## src/hdl/sgpf_pkg.sv

```systemverilog
// Shared types and constants for the sequence gap and part finder.
package sgpf_pkg;

    localparam int MAX_RANGES_DEF = 8;
    localparam int MAX_PARTS      = 8;
    localparam int MAX_RESULTS    = 64;

    localparam int SN_W    = 63;
    localparam int WSN_W   = 64;
    localparam int PART_W  = 3;
    localparam int PARTS_W = 4;
    localparam int NRES_W  = 6;

    localparam int IN_DATA_W  = 136;
    localparam int OUT_DATA_W = 200;

    typedef enum logic [1:0] {
        KIND_GAP     = 2'd0,
        KIND_PART    = 2'd1,
        KIND_SUMMARY = 2'd2
    } kind_t;

    typedef struct packed {
        logic [SN_W-1:0]    start;
        logic [SN_W-1:0]    last_sn;
        logic [PART_W-1:0]  part;
        logic [PARTS_W-1:0] parts;
    } entry_t;

    typedef struct packed {
        logic load;
        logic pop;
    } cell_ctrl_t;

endpackage

```

## src/hdl/sgpf_cell.sv

```systemverilog
// One cell of the sorting chain: holds one range, inserts in order and shifts out.
module sgpf_cell
    import sgpf_pkg::*;
(
    input  logic       clk,
    input  cell_ctrl_t ctrl,
    input  entry_t     new_entry,
    input  entry_t     prev_entry,
    input  entry_t     next_entry,
    input  logic       prev_gt,
    input  logic       occupied,
    input  logic       at_count,
    output logic       gt,
    output entry_t     entry
);

    entry_t entry_reg;

    assign entry = entry_reg;

    // Held range sorts after the incoming one
    assign gt = occupied && ((entry_reg.start > new_entry.start) ||
                ((entry_reg.start == new_entry.start) && (entry_reg.part > new_entry.part)));

    always_ff @(posedge clk)
    begin
        if (ctrl.load)
        begin
            if (prev_gt)
            begin
                entry_reg <= prev_entry;
            end
            else if (gt || at_count)
            begin
                entry_reg <= new_entry;
            end
        end
        else if (ctrl.pop)
        begin
            entry_reg <= next_entry;
        end
    end

endmodule

```

## src/hdl/sequence_gap_and_part_finder.sv

```systemverilog
// Sequence gap and missing-part finder: a sorting chain of cells with a group walker.
//
// Ranges stream in on s_axis, one transaction per cycle, and drop into a chain of
// MAX_RANGES cells that keeps them sorted by start and part index. The transaction
// with tlast set starts the walk: the walker reads the head of the chain and shifts
// the chain left one entry per cycle, unless an output stall holds the walk. Every
// group but the last is judged and popped, and the set closes with a summary. The
// input is held off until the final summary transaction has been loaded into the
// output register. Ranges beyond MAX_RANGES are dropped and reported in the summary.
// The user must write the committed sequence number through cfg_we/cfg_wdata only
// while the block is idle; the block itself does not enforce this.
module sequence_gap_and_part_finder
    import sgpf_pkg::*;
#(
    parameter int MAX_RANGES = MAX_RANGES_DEF
)
(
    input  logic                  clk,
    input  logic                  rst_n,
    input  logic                  cfg_we,
    input  logic [WSN_W-1:0]      cfg_wdata,
    input  logic                  s_axis_tvalid,
    output logic                  s_axis_tready,
    // range_start[62:0], range_end[125:63], range_part[128:126], range_parts[132:129]
    input  logic [IN_DATA_W-1:0]  s_axis_tdata,
    input  logic                  s_axis_tlast,
    output logic                  m_axis_tvalid,
    input  logic                  m_axis_tready,
    // miss_start[62:0], miss_end[126:63], miss_part[129:127], miss_parts[133:130],
    // next_sn[196:134], overflowed[197]
    output logic [OUT_DATA_W-1:0] m_axis_tdata,
    // item_kind[1:0]
    output logic [1:0]            m_axis_tuser,
    output logic                  m_axis_tlast
);

    localparam int CW = $clog2(MAX_RANGES + 1);

    typedef enum logic [5:0] {
        ST_LOAD  = 6'b000001,
        ST_GROUP = 6'b000010,
        ST_PARTS = 6'b000100,
        ST_TRAIL = 6'b001000,
        ST_POP   = 6'b010000,
        ST_FINAL = 6'b100000
    } state_t;

    state_t             state_reg, state_next;
    logic [CW-1:0]      count_reg, count_next;
    logic               ovf_reg, ovf_next;
    logic [WSN_W-1:0]   committed_reg;
    logic [WSN_W-1:0]   next_reg, next_next;
    logic [CW-1:0]      gleft_reg, gleft_next;
    logic [SN_W-1:0]    gstart_reg, gstart_next;
    logic [SN_W-1:0]    gend_reg, gend_next;
    logic [PARTS_W-1:0] gparts_reg, gparts_next;
    logic [PARTS_W-1:0] nexp_reg, nexp_next;
    logic [NRES_W-1:0]  nres_reg, nres_next;

    logic               out_valid_reg, out_valid_next;
    logic [OUT_DATA_W-1:0] out_data_reg, out_data_next;
    logic [1:0]         out_kind_reg, out_kind_next;
    logic               out_last_reg, out_last_next;

    entry_t             new_entry;
    entry_t             cells [MAX_RANGES];
    logic [MAX_RANGES-1:0] gt_vec;
    logic [MAX_RANGES-1:0] same_vec;
    cell_ctrl_t         ctrl;
    logic [CW-1:0]      gcnt;
    logic               in_acc;
    logic               slot_free;
    logic               room;
    logic [PARTS_W-1:0] lim;
    entry_t             head;

    assign new_entry.start   = s_axis_tdata[62:0];
    assign new_entry.last_sn = s_axis_tdata[125:63];
    assign new_entry.part    = s_axis_tdata[128:126];
    assign new_entry.parts   = s_axis_tdata[132:129];

    assign s_axis_tready = (state_reg == ST_LOAD);
    assign in_acc        = s_axis_tvalid && s_axis_tready;
    assign slot_free     = !out_valid_reg || m_axis_tready;
    assign room          = (7'(nres_reg) < 7'(MAX_RESULTS - 1));
    assign head          = cells[0];
    assign lim = (7'(gparts_reg) > 7'(MAX_PARTS)) ? 4'(MAX_PARTS) : gparts_reg;

    assign m_axis_tvalid = out_valid_reg;
    assign m_axis_tdata  = out_data_reg;
    assign m_axis_tuser  = out_kind_reg;
    assign m_axis_tlast  = out_last_reg;

    genvar gi;
    generate
        for (gi = 0; gi < MAX_RANGES; gi++)
        begin : g_cell
            entry_t prev_e, next_e;
            logic   prev_g;
            if (gi == 0)
            begin : g_first
                assign prev_e = new_entry;
                assign prev_g = 1'b0;
            end
            else
            begin : g_mid
                assign prev_e = cells[gi-1];
                assign prev_g = gt_vec[gi-1];
            end
            if (gi == MAX_RANGES - 1)
            begin : g_end
                assign next_e = cells[gi];
            end
            else
            begin : g_nxt
                assign next_e = cells[gi+1];
            end

            sgpf_cell u_cell (
                .clk        (clk),
                .ctrl       (ctrl),
                .new_entry  (new_entry),
                .prev_entry (prev_e),
                .next_entry (next_e),
                .prev_gt    (prev_g),
                .occupied   (CW'(gi) < count_reg),
                .at_count   (CW'(gi) == count_reg),
                .gt         (gt_vec[gi]),
                .entry      (cells[gi])
            );

            assign same_vec[gi] = (CW'(gi) < count_reg) && (cells[gi].start == head.start);
        end
    endgenerate

    // Size of the head group
    always_comb
    begin
        gcnt = '0;
        for (int i = 0; i < MAX_RANGES; i++)
        begin
            gcnt = gcnt + CW'(same_vec[i]);
        end
    end

    always_comb
    begin
        state_next     = state_reg;
        count_next     = count_reg;
        ovf_next       = ovf_reg;
        next_next      = next_reg;
        gleft_next     = gleft_reg;
        gstart_next    = gstart_reg;
        gend_next      = gend_reg;
        gparts_next    = gparts_reg;
        nexp_next      = nexp_reg;
        nres_next      = nres_reg;
        ctrl.load      = 1'b0;
        ctrl.pop       = 1'b0;
        out_valid_next = out_valid_reg && !m_axis_tready;
        out_data_next  = out_data_reg;
        out_kind_next  = out_kind_reg;
        out_last_next  = out_last_reg;

        case (state_reg)
            ST_LOAD:
            begin
                if (in_acc)
                begin
                    if (count_reg == CW'(MAX_RANGES))
                    begin
                        ovf_next = 1'b1;
                    end
                    else
                    begin
                        ctrl.load  = 1'b1;
                        count_next = count_reg + 1'b1;
                    end
                    if (s_axis_tlast)
                    begin
                        next_next  = committed_reg + 1'b1;
                        state_next = ST_GROUP;
                    end
                end
            end

            ST_GROUP:
            begin
                if (count_reg == '0 || gcnt == count_reg)
                begin
                    state_next = ST_FINAL;
                end
                else
                begin
                    gstart_next = head.start;
                    gend_next   = head.last_sn;
                    gparts_next = head.parts;
                    gleft_next  = gcnt;
                    nexp_next   = '0;
                    if (7'(head.parts) == 7'(gcnt))
                    begin
                        if ({1'b0, head.start} == next_reg)
                        begin
                            next_next  = {1'b0, head.last_sn} + 1'b1;
                            state_next = ST_POP;
                        end
                        else if (!room)
                        begin
                            state_next = ST_POP;
                        end
                        else if (slot_free)
                        begin
                            out_valid_next = 1'b1;
                            out_kind_next  = KIND_GAP;
                            out_last_next  = 1'b0;
                            out_data_next  = '0;
                            out_data_next[62:0]   = next_reg[SN_W-1:0];
                            out_data_next[126:63] = {1'b0, head.start} - 1'b1;
                            nres_next  = nres_reg + 1'b1;
                            state_next = ST_POP;
                        end
                    end
                    else
                    begin
                        state_next = ST_PARTS;
                    end
                end
            end

            ST_POP:
            begin
                ctrl.pop   = 1'b1;
                count_next = count_reg - 1'b1;
                gleft_next = gleft_reg - 1'b1;
                if (gleft_reg == CW'(1))
                begin
                    state_next = ST_GROUP;
                end
            end

            ST_PARTS:
            begin
                if (nexp_reg < {1'b0, head.part})
                begin
                    if (!room)
                    begin
                        nexp_next = nexp_reg + 1'b1;
                    end
                    else if (slot_free)
                    begin
                        out_valid_next = 1'b1;
                        out_kind_next  = KIND_PART;
                        out_last_next  = 1'b0;
                        out_data_next  = '0;
                        out_data_next[62:0]    = gstart_reg;
                        out_data_next[126:63]  = {1'b0, gend_reg};
                        out_data_next[129:127] = nexp_reg[PART_W-1:0];
                        out_data_next[133:130] = gparts_reg;
                        nres_next = nres_reg + 1'b1;
                        nexp_next = nexp_reg + 1'b1;
                    end
                end
                else
                begin
                    nexp_next  = {1'b0, head.part} + 1'b1;
                    ctrl.pop   = 1'b1;
                    count_next = count_reg - 1'b1;
                    gleft_next = gleft_reg - 1'b1;
                    if (gleft_reg == CW'(1))
                    begin
                        state_next = ST_TRAIL;
                    end
                end
            end

            ST_TRAIL:
            begin
                if (nexp_reg < lim)
                begin
                    if (!room)
                    begin
                        nexp_next = nexp_reg + 1'b1;
                    end
                    else if (slot_free)
                    begin
                        out_valid_next = 1'b1;
                        out_kind_next  = KIND_PART;
                        out_last_next  = 1'b0;
                        out_data_next  = '0;
                        out_data_next[62:0]    = gstart_reg;
                        out_data_next[126:63]  = {1'b0, gend_reg};
                        out_data_next[129:127] = nexp_reg[PART_W-1:0];
                        out_data_next[133:130] = gparts_reg;
                        nres_next = nres_reg + 1'b1;
                        nexp_next = nexp_reg + 1'b1;
                    end
                end
                else
                begin
                    state_next = ST_GROUP;
                end
            end

            ST_FINAL:
            begin
                if (slot_free)
                begin
                    out_valid_next = 1'b1;
                    out_kind_next  = KIND_SUMMARY;
                    out_last_next  = 1'b1;
                    out_data_next  = '0;
                    out_data_next[196:134] = next_reg[SN_W-1:0];
                    out_data_next[197]     = ovf_reg;
                    count_next = '0;
                    ovf_next   = 1'b0;
                    nres_next  = '0;
                    state_next = ST_LOAD;
                end
            end

            default:
            begin
                state_next = ST_LOAD;
            end
        endcase
    end

    always_ff @(posedge clk or negedge rst_n)
    begin
        if (!rst_n)
        begin
            state_reg     <= ST_LOAD;
            count_reg     <= '0;
            ovf_reg       <= 1'b0;
            nres_reg      <= '0;
            out_valid_reg <= 1'b0;
            committed_reg <= '1;
        end
        else
        begin
            state_reg     <= state_next;
            count_reg     <= count_next;
            ovf_reg       <= ovf_next;
            nres_reg      <= nres_next;
            out_valid_reg <= out_valid_next;
            if (cfg_we)
            begin
                committed_reg <= cfg_wdata;
            end
        end
    end

    always_ff @(posedge clk)
    begin
        next_reg     <= next_next;
        gleft_reg    <= gleft_next;
        gstart_reg   <= gstart_next;
        gend_reg     <= gend_next;
        gparts_reg   <= gparts_next;
        nexp_reg     <= nexp_next;
        out_data_reg <= out_data_next;
        out_kind_reg <= out_kind_next;
        out_last_reg <= out_last_next;
    end

endmodule

```

## config.mk

```make
export PLATFORM = sky130hd
export DESIGN_NAME = sequence_gap_and_part_finder
export DESIGN_NICKNAME = d
export VERILOG_FILES = /design/src/hdl/sgpf_pkg.sv /design/src/hdl/sgpf_cell.sv /design/src/hdl/sequence_gap_and_part_finder.sv
export SDC_FILE = /design/constraint.sdc
export NUM_CORES = 2
export LEC_CHECK = 0
export CELL_PAD_IN_SITES_DETAIL_PLACEMENT = 1
export CELL_PAD_IN_SITES_GLOBAL_PLACEMENT = 1
export CORE_ASPECT_RATIO = 0.7
export CORE_MARGIN = 2
export CORE_UTILIZATION = 52
export CTS_CLUSTER_SIZE = 20
export DETAILED_ROUTE_END_ITERATION = 16
export DONT_BUFFER_PORTS = 1
export PLACE_DENSITY = 0.86
export SYNTH_ARGS = -nofsm -noshare
export SYNTH_HDL_FRONTEND = slang
export SYNTH_HIERARCHICAL = 1
export SYNTH_SLANG_ARGS = --single-unit
```

## constraint.sdc

```tcl
create_clock -name clk -period 21.9 [get_ports clk]
set_clock_uncertainty 0.2 [all_clocks]
set_input_delay 4.38 -clock clk [delete_from_list [all_inputs] [get_ports clk]]
set_output_delay 4.38 -clock clk [all_outputs]
set_load 0.01 [all_outputs]
```

==> Word-level counts from Yosys, hierarchy flattened <==
Cells that the tools add are included.
{ "word_totals": {"rom_bits": 0, "regBits": 1551, "latch_bits": 0, "memories": 0, "out_inout_bits": 205, "ramBits": 0, "elab_cells": 341, "input_bits": 206} }
{ "op_classes": {"bitwise": 1, "n_mul": 0, "n_eq_ne": 58, "magnitude_cmp": 28, "shift": 0, "n_div": 0, "add_sub_neg": 16, "reduce_logical": 71, "n_mux": 120} }
{ "ops": {"columns": ["op", "count"], "rows": [
  ["2-to-1 mux 133 bit", 29],
  ["2-to-1 mux 200 bit", 10],
  ["equality test 63 bit", 15],
  ["case mux 200 bit (4 select lines)", 1],
  ["greater-than comparator 63 bit", 8],
  ["2-to-1 mux 64 bit", 5],
  ["case mux 64 bit (2 select lines)", 1],
  ["2-to-1 mux 6 bit", 20],
  ["adder 63 x 1 -> 64 bit (second input constant)", 1],
  ["adder 64 x 1 -> 64 bit (second input constant)", 1],
  ["equality test 63 x 64 -> 1 bit", 1],
  ["subtractor 63 x 1 -> 64 bit (second input constant)", 1],
  ["2-to-1 mux 4 bit", 12],
  ["case mux 6 bit (6 select lines)", 1],
  ["!= test 2 bit (second input constant)", 14],
  ["logical AND 1 bit", 25],
  ["greater-than comparator 3 bit", 8],
  ["case mux 4 bit (3 select lines)", 2],
  ["case mux 6 bit (4 select lines)", 1],
  ["2-to-1 mux 1 bit", 22],
  ["2-to-1 mux 2 bit", 10],
  ["logical OR 1 bit", 18],
  ["!= test 3 x 1 -> 1 bit (second input constant)", 6],
  ["AND reduction 2 bit", 9],
  ["46 further kinds", 73]
]} }

==> Depth between registers and ports, before layout <==
{ "logic_depth": {"word_depth": 13, "depth_mapped": 22, "depth_no_buf": 20} }

==> Modules after synthesis <==
The synthesis kept the hierarchy.
{ "modules_own_cells": {"columns": ["module", "area_per_inst_um2", "instances", "cells_each", "seq_area_each_um2"], "rows": [
  ["sgpf_cell at g_cell[0].u_cell ...", 8373.0, 6, 820, 3993.8],
  ["sequence_gap_and_part_finder", 28210.8, 1, 2495, 14234.9],
  ["sgpf_cell at g_cell[6].u_cell ...", 8390.5, 2, 826, 3993.8]
]} }

==> Worst setup path before layout <==
OpenSTA, ideal clock, no wires.
{ "synth_timing": {"kind": "register -> register", "from": "register g_cell[0].u_cell.entry_reg (netlist bit g_cell[0].u_cell/entry[105])", "to": "register out_valid_reg (netlist: m_axis_tvalid)", "t_arrival_ns": 15.706, "path_slack_ns": 5.878, "synth_period_minus_slack_ns": 16.022, "n_path_buf": 1, "setup_ns": 0.116, "path_stages_with_launch": 20, "t_required_ns": 21.584, "cell_sequence": "edfxtp_1 buf_1 xor2_1 nor4_1 nand4_1 or4_1 nor4_1 fa_1 inv_1 fa_1 fa_1 inv_1 ha_1 a21o_1 nand3b_1 a311oi_1 nand2b_1 a21oi_1 nor2_1 o311ai_0"} }
{ "synth_between": {"elab_chain_cells": 13, "elab_cells_between_ends": 29, "cone_classes": "add/sub: 7; eq/ne: 10; mux: 4; reduce/logical: 8"} }
{ "synth_rtl": {"columns": ["element", "line", "rtl"], "rows": [
  ["start, declared", "sgpf_cell.sv:17", "entry_t entry_reg;"],
  ["start signal, assigned", "sgpf_cell.sv:31", "entry_reg <= prev_entry;"],
  ["start signal, assigned", "sgpf_cell.sv:35", "entry_reg <= new_entry;"],
  ["start signal, assigned", "sgpf_cell.sv:40", "entry_reg <= next_entry;"],
  ["equality test 63 bit", "sequence_gap_and_part_finder.sv:132", "assign same_vec[gi] = (CW'(gi) < count_reg) && (cells[gi].start == head.start);"],
  ["logical AND 1 bit", "sequence_gap_and_part_finder.sv:132", null],
  ["adder 1 x 1 -> 2 bit", "sequence_gap_and_part_finder.sv:142", "gcnt = gcnt + CW'(same_vec[i]);"],
  ["adder 2 x 1 -> 3 bit", "sequence_gap_and_part_finder.sv:142", null],
  ["adder 3 x 1 -> 4 bit", "sequence_gap_and_part_finder.sv:142", null],
  ["adder 4 x 1 -> 4 bit (4 in series)", "sequence_gap_and_part_finder.sv:142", null],
  ["equality test 4 bit (on tied branches)", "sequence_gap_and_part_finder.sv:200, sequence_gap_and_part_finder.sv:189", null],
  ["2-to-1 mux 1 bit / logical OR 1 bit (equally long branches)", "sequence_gap_and_part_finder.sv:200, sequence_gap_and_part_finder.sv:189", null],
  ["2-to-1 mux 1 bit (*)", "sequence_gap_and_part_finder.sv:189", "if (count_reg == '0 || gcnt == count_reg)"],
  ["case mux 1 bit (4 select lines) (*)", "sequence_gap_and_part_finder.sv:165", "case (state_reg)"],
  ["net out_valid_next", "sequence_gap_and_part_finder.sv:60", "logic out_valid_reg, out_valid_next;"],
  ["end signal, assigned", "sequence_gap_and_part_finder.sv:345", "out_valid_reg <= out_valid_next;"],
  ["end, declared", "sequence_gap_and_part_finder.sv:60", null]
]} }
Mark *: on every way through the listed nets, which the timed path passes. The rest lies on a longest branch.
A chain may end at the register's enable or synchronous reset.

==> Worst setup path in the final report <==
{ "layout_timing": {"from": "input port s_axis_tdata[6]", "to": "register g_cell[2].u_cell.entry_reg (netlist bit g_cell[2].u_cell/entry[8]) (data pin)"} }
{ "layout_between": {"elab_chain_cells": 6, "elab_cells_between_ends": 7, "cone_classes": "order compare: 1; eq/ne: 1; mux: 2; reduce/logical: 3"} }
{ "layout_rtl": {"columns": ["element", "line", "rtl"], "rows": [
  ["start, declared", "sequence_gap_and_part_finder.sv:25", "input logic [IN_DATA_W-1:0] s_axis_tdata,"],
  ["branches (longest 2 deep; another with greater-than comparator 63 bit)", null, null],
  ["logical OR 1 bit (*)", "sgpf_cell.sv:22", "assign gt = occupied && ((entry_reg.start > new_entry.start) ||"],
  ["logical AND 1 bit (*)", "sgpf_cell.sv:22", null],
  ["net g_cell[2].prev_g", "sequence_gap_and_part_finder.sv:99", "logic prev_g;"],
  ["2-to-1 mux 133 bit (*)", "sgpf_cell.sv:29", "if (prev_gt)"],
  ["2-to-1 mux 133 bit (*)", "sgpf_cell.sv:27", "if (ctrl.load)"],
  ["end signal, assigned", "sgpf_cell.sv:31", null],
  ["end signal, assigned", "sgpf_cell.sv:35", null],
  ["end signal, assigned", "sgpf_cell.sv:40", null],
  ["end, declared", "sgpf_cell.sv:17", null]
]} }
Mark *: on every way through the listed nets, which the timed path passes.

==> impl_metrics.ini <==
[status]
status = finished with violations
violations = max-capacitance violations, max-slew violations

[floorplan]
die_x_um = 515.5
die_h_um = 362.0
rows = 131
initial_utilization_pct = 52.29
io_pins = 411
core_area_um2 = 182100
die_area_um2 = 186600

[setup_path]
reg2reg_depth = 20
cp-end-kind = flip-flop
r2r_end = m_axis_tdata[147]
r2r_start = g_cell[0].u_cell/entry[117]
cp_max_fo = 41
path_class = input pin to flip-flop
cp-start-kind = input pin
worstPathArrival_ns = 11.39
ff2ff_setup_slack_ns = 11.52
cp.required_ns = 22.25

[pwr]
p_int_mw = 9.005
p_sw_mw = 8.409
power.leakage_nw = 39.30
power.density_nw_per_um2 = 168.2
pwr-share-seq_pct = 37.0
irDropWorstVdd_v = 0.0001888
switching_share_pct = 48.29
clockPowerShare_pct = 17.1
pwr-share-comb_pct = 45.9

[drt]
vias_per_cell = 6.947
wire_per_inst_um = 39.44
initialDrtViolationCount = 13487
dr.pass1.iters = 7
ant_nets = 0
via_count = 80092
routed_wl_mm = 454.8
drc = 0

[cts]
cts.repair.resized = 0
cts_inserted_buffers = 169
post_cts_buffers = 0
clock_sink_count = 1549
clk_latency_ns = 0.87
cts.clk_slew.worst_paths_ns = 0.07
cts_htree_levels = 4
clk_path_buf_depth = 4
clockRootBuffer = clkbuf_16
cts_tree = yes
hold_buffers = 0

[placement]
place.gp.congestion = 1.097
dp_hpwl_mm = 331.1
placed_area_um2 = 98100
port-buffer-count = 0

[sta]
period_share_pct = 50.41
finalHoldViolations = 0
max_slew_margin_pct = -10.63
worst_pin_slew_ns = 1.659
setup_tns_ns = 0
rsz0062_at_grt = false
drv_slew = 49
layout_min_cycle_time_ns = 11.04
setup_viol = 0
fmax_mhz = 90.58

[final_layout]
largest_reg_flops = 1064
fin_nets = 9686
drive_above_1_share_pct = 6.793
final_cell_area_um2 = 103500
syn_to_final_growth_pct = 8.746

[hold_path]
worstHoldStart = ovf_reg
hp-class = flip-flop to flip-flop
holdPathStages = 2
hold_end = ovf_reg

[grt]
antenna_found_initial = 44
grt_pass1_wl_mm = 617.5
grt_max_degree = 283
grt_pass1_vias = 76656
grt_remaining_overflow = 0
grt.total_usage_pct = 47.42

[synthesis]
yosys_warnings = 6
syn-cell-area_um2 = 95220
synthCells = 9065
syn_area_per_cell_um2 = 10.50

[run]
maxCapViolCount = 2
per-layer routing:
layer  track usage (%)  wire length, um  up-vias  part of all wire (%)
li1                  -                -    32624                     -
met1             66.13           180000    40461                    40
met2             62.76           176100     5973                    39
met3             21.92            75850     1002                    17
met4             19.36            22540       32                   5.0
met5                 0              230        -                 0.051
placed cells by master, fill, tap and decap left out, drive strengths merged, types with 12 or more instances in the layout:
master     n
o21ai    182
nor2b     30
and3      17
diode     16
edfxtp  1467
dfrtp     17
o22ai     28
a21oi   1311
xnor2    309
and2      80
and4      22
buf      188
mux2      64
a31oi     12
a221oi    27
nor3      70
mux2i   1122
ha       548
nand2b    16
a22o      65
bufinv    18
nand4    222
nor4     131
or4       25
or3       15
a211oi    27
xor2     290
clkinv    55
nand2    265
clkbuf   210
dfstp     65
nor2    1203
a21o      52
nand3    129
inv      620
per-stage QoR:
| step | std cells | hold WS, ns | setup WS [ns] | util [%] | total power [mW] |
|---|---|---|---|---|---|
| final | 11529 | 0.3206 | 10.86 | 56.86 | 17.41 |
| after global routing | 11516 | 0.3545 | 11.07 | 56.84 | 17.73 |
| after CTS | 11513 | 0.3175 | 11.31 | 56.84 | 16.90 |
| after detailed placement | 11217 | 0.2907 | 10.43 | 53.87 | 13.84 |
| after global placement | 11217 | 0.2817 | 10.54 | 53.87 | 13.42 |
| after floorplan | 9067 | 0.2494 | 5.878 | - | 10.34 |
worst max-delay path by stage:
stage	startpoint	to	slack (ns)	depth (start not counted)
final	s_axis_tdata[6]	g_cell[2].u_cell/entry[8]	10.86	14
after global routing	s_axis_tdata[12]	g_cell[2].u_cell/entry[2]	11.07	14
after CTS	s_axis_tdata[12]	g_cell[2].u_cell/entry[8]	11.31	14
after detailed placement	s_axis_tdata[12]	g_cell[2].u_cell/entry[8]	10.43	14
after global placement	s_axis_tdata[13]	g_cell[2].u_cell/entry[72]	10.54	15
after floorplan	g_cell[0].u_cell/entry[105]	m_axis_tvalid	5.88	19
power groups by stage:
stage / Combinational, mW / Clock [mW] / Sequential (mW)
4_1_cts: 7.60 / 2.97 / 6.33
5_1_grt: 8.20 / 3.06 / 6.47
2_1_floorplan: 4.50 / 0 / 5.84
3_3_place_gp: 7.15 / 0 / 6.27
3_5_place_dp: 7.48 / 0 / 6.36
6_report: 7.99 / 2.98 / 6.45
final cells by class:
| type | count | area [um2] |
|---|---|---|
| flip-flops and latches | 1549 | 46190 |
| diodes | 16 | 40.04 |
| repair buffers | 188 | 1549 |
| multi-input cells | 6406 | 44970 |
| well taps | 2460 | 3078 |
| fillers | 19228 | 78560 |
| clock inverters | 86 | 930.9 |
| clock buffers | 210 | 4477 |
| inverters | 614 | 2312 |
worst max-delay path, stage by stage:
cell	delay [ns]
inv_1	0.05
ha_1	0.32
nand4_1	0.21
nor4_2	1.11
a221o_1	0.39
o21ai_0	0.17
a21oi_1	0.39
nor3_1	0.20
nor2_4	0.69
buf_4	1.00
buf_4	0.87
buf_4	0.86
mux2i_1	0.35
a21oi_1	0.13
Power figures use the tool's default switching activity.
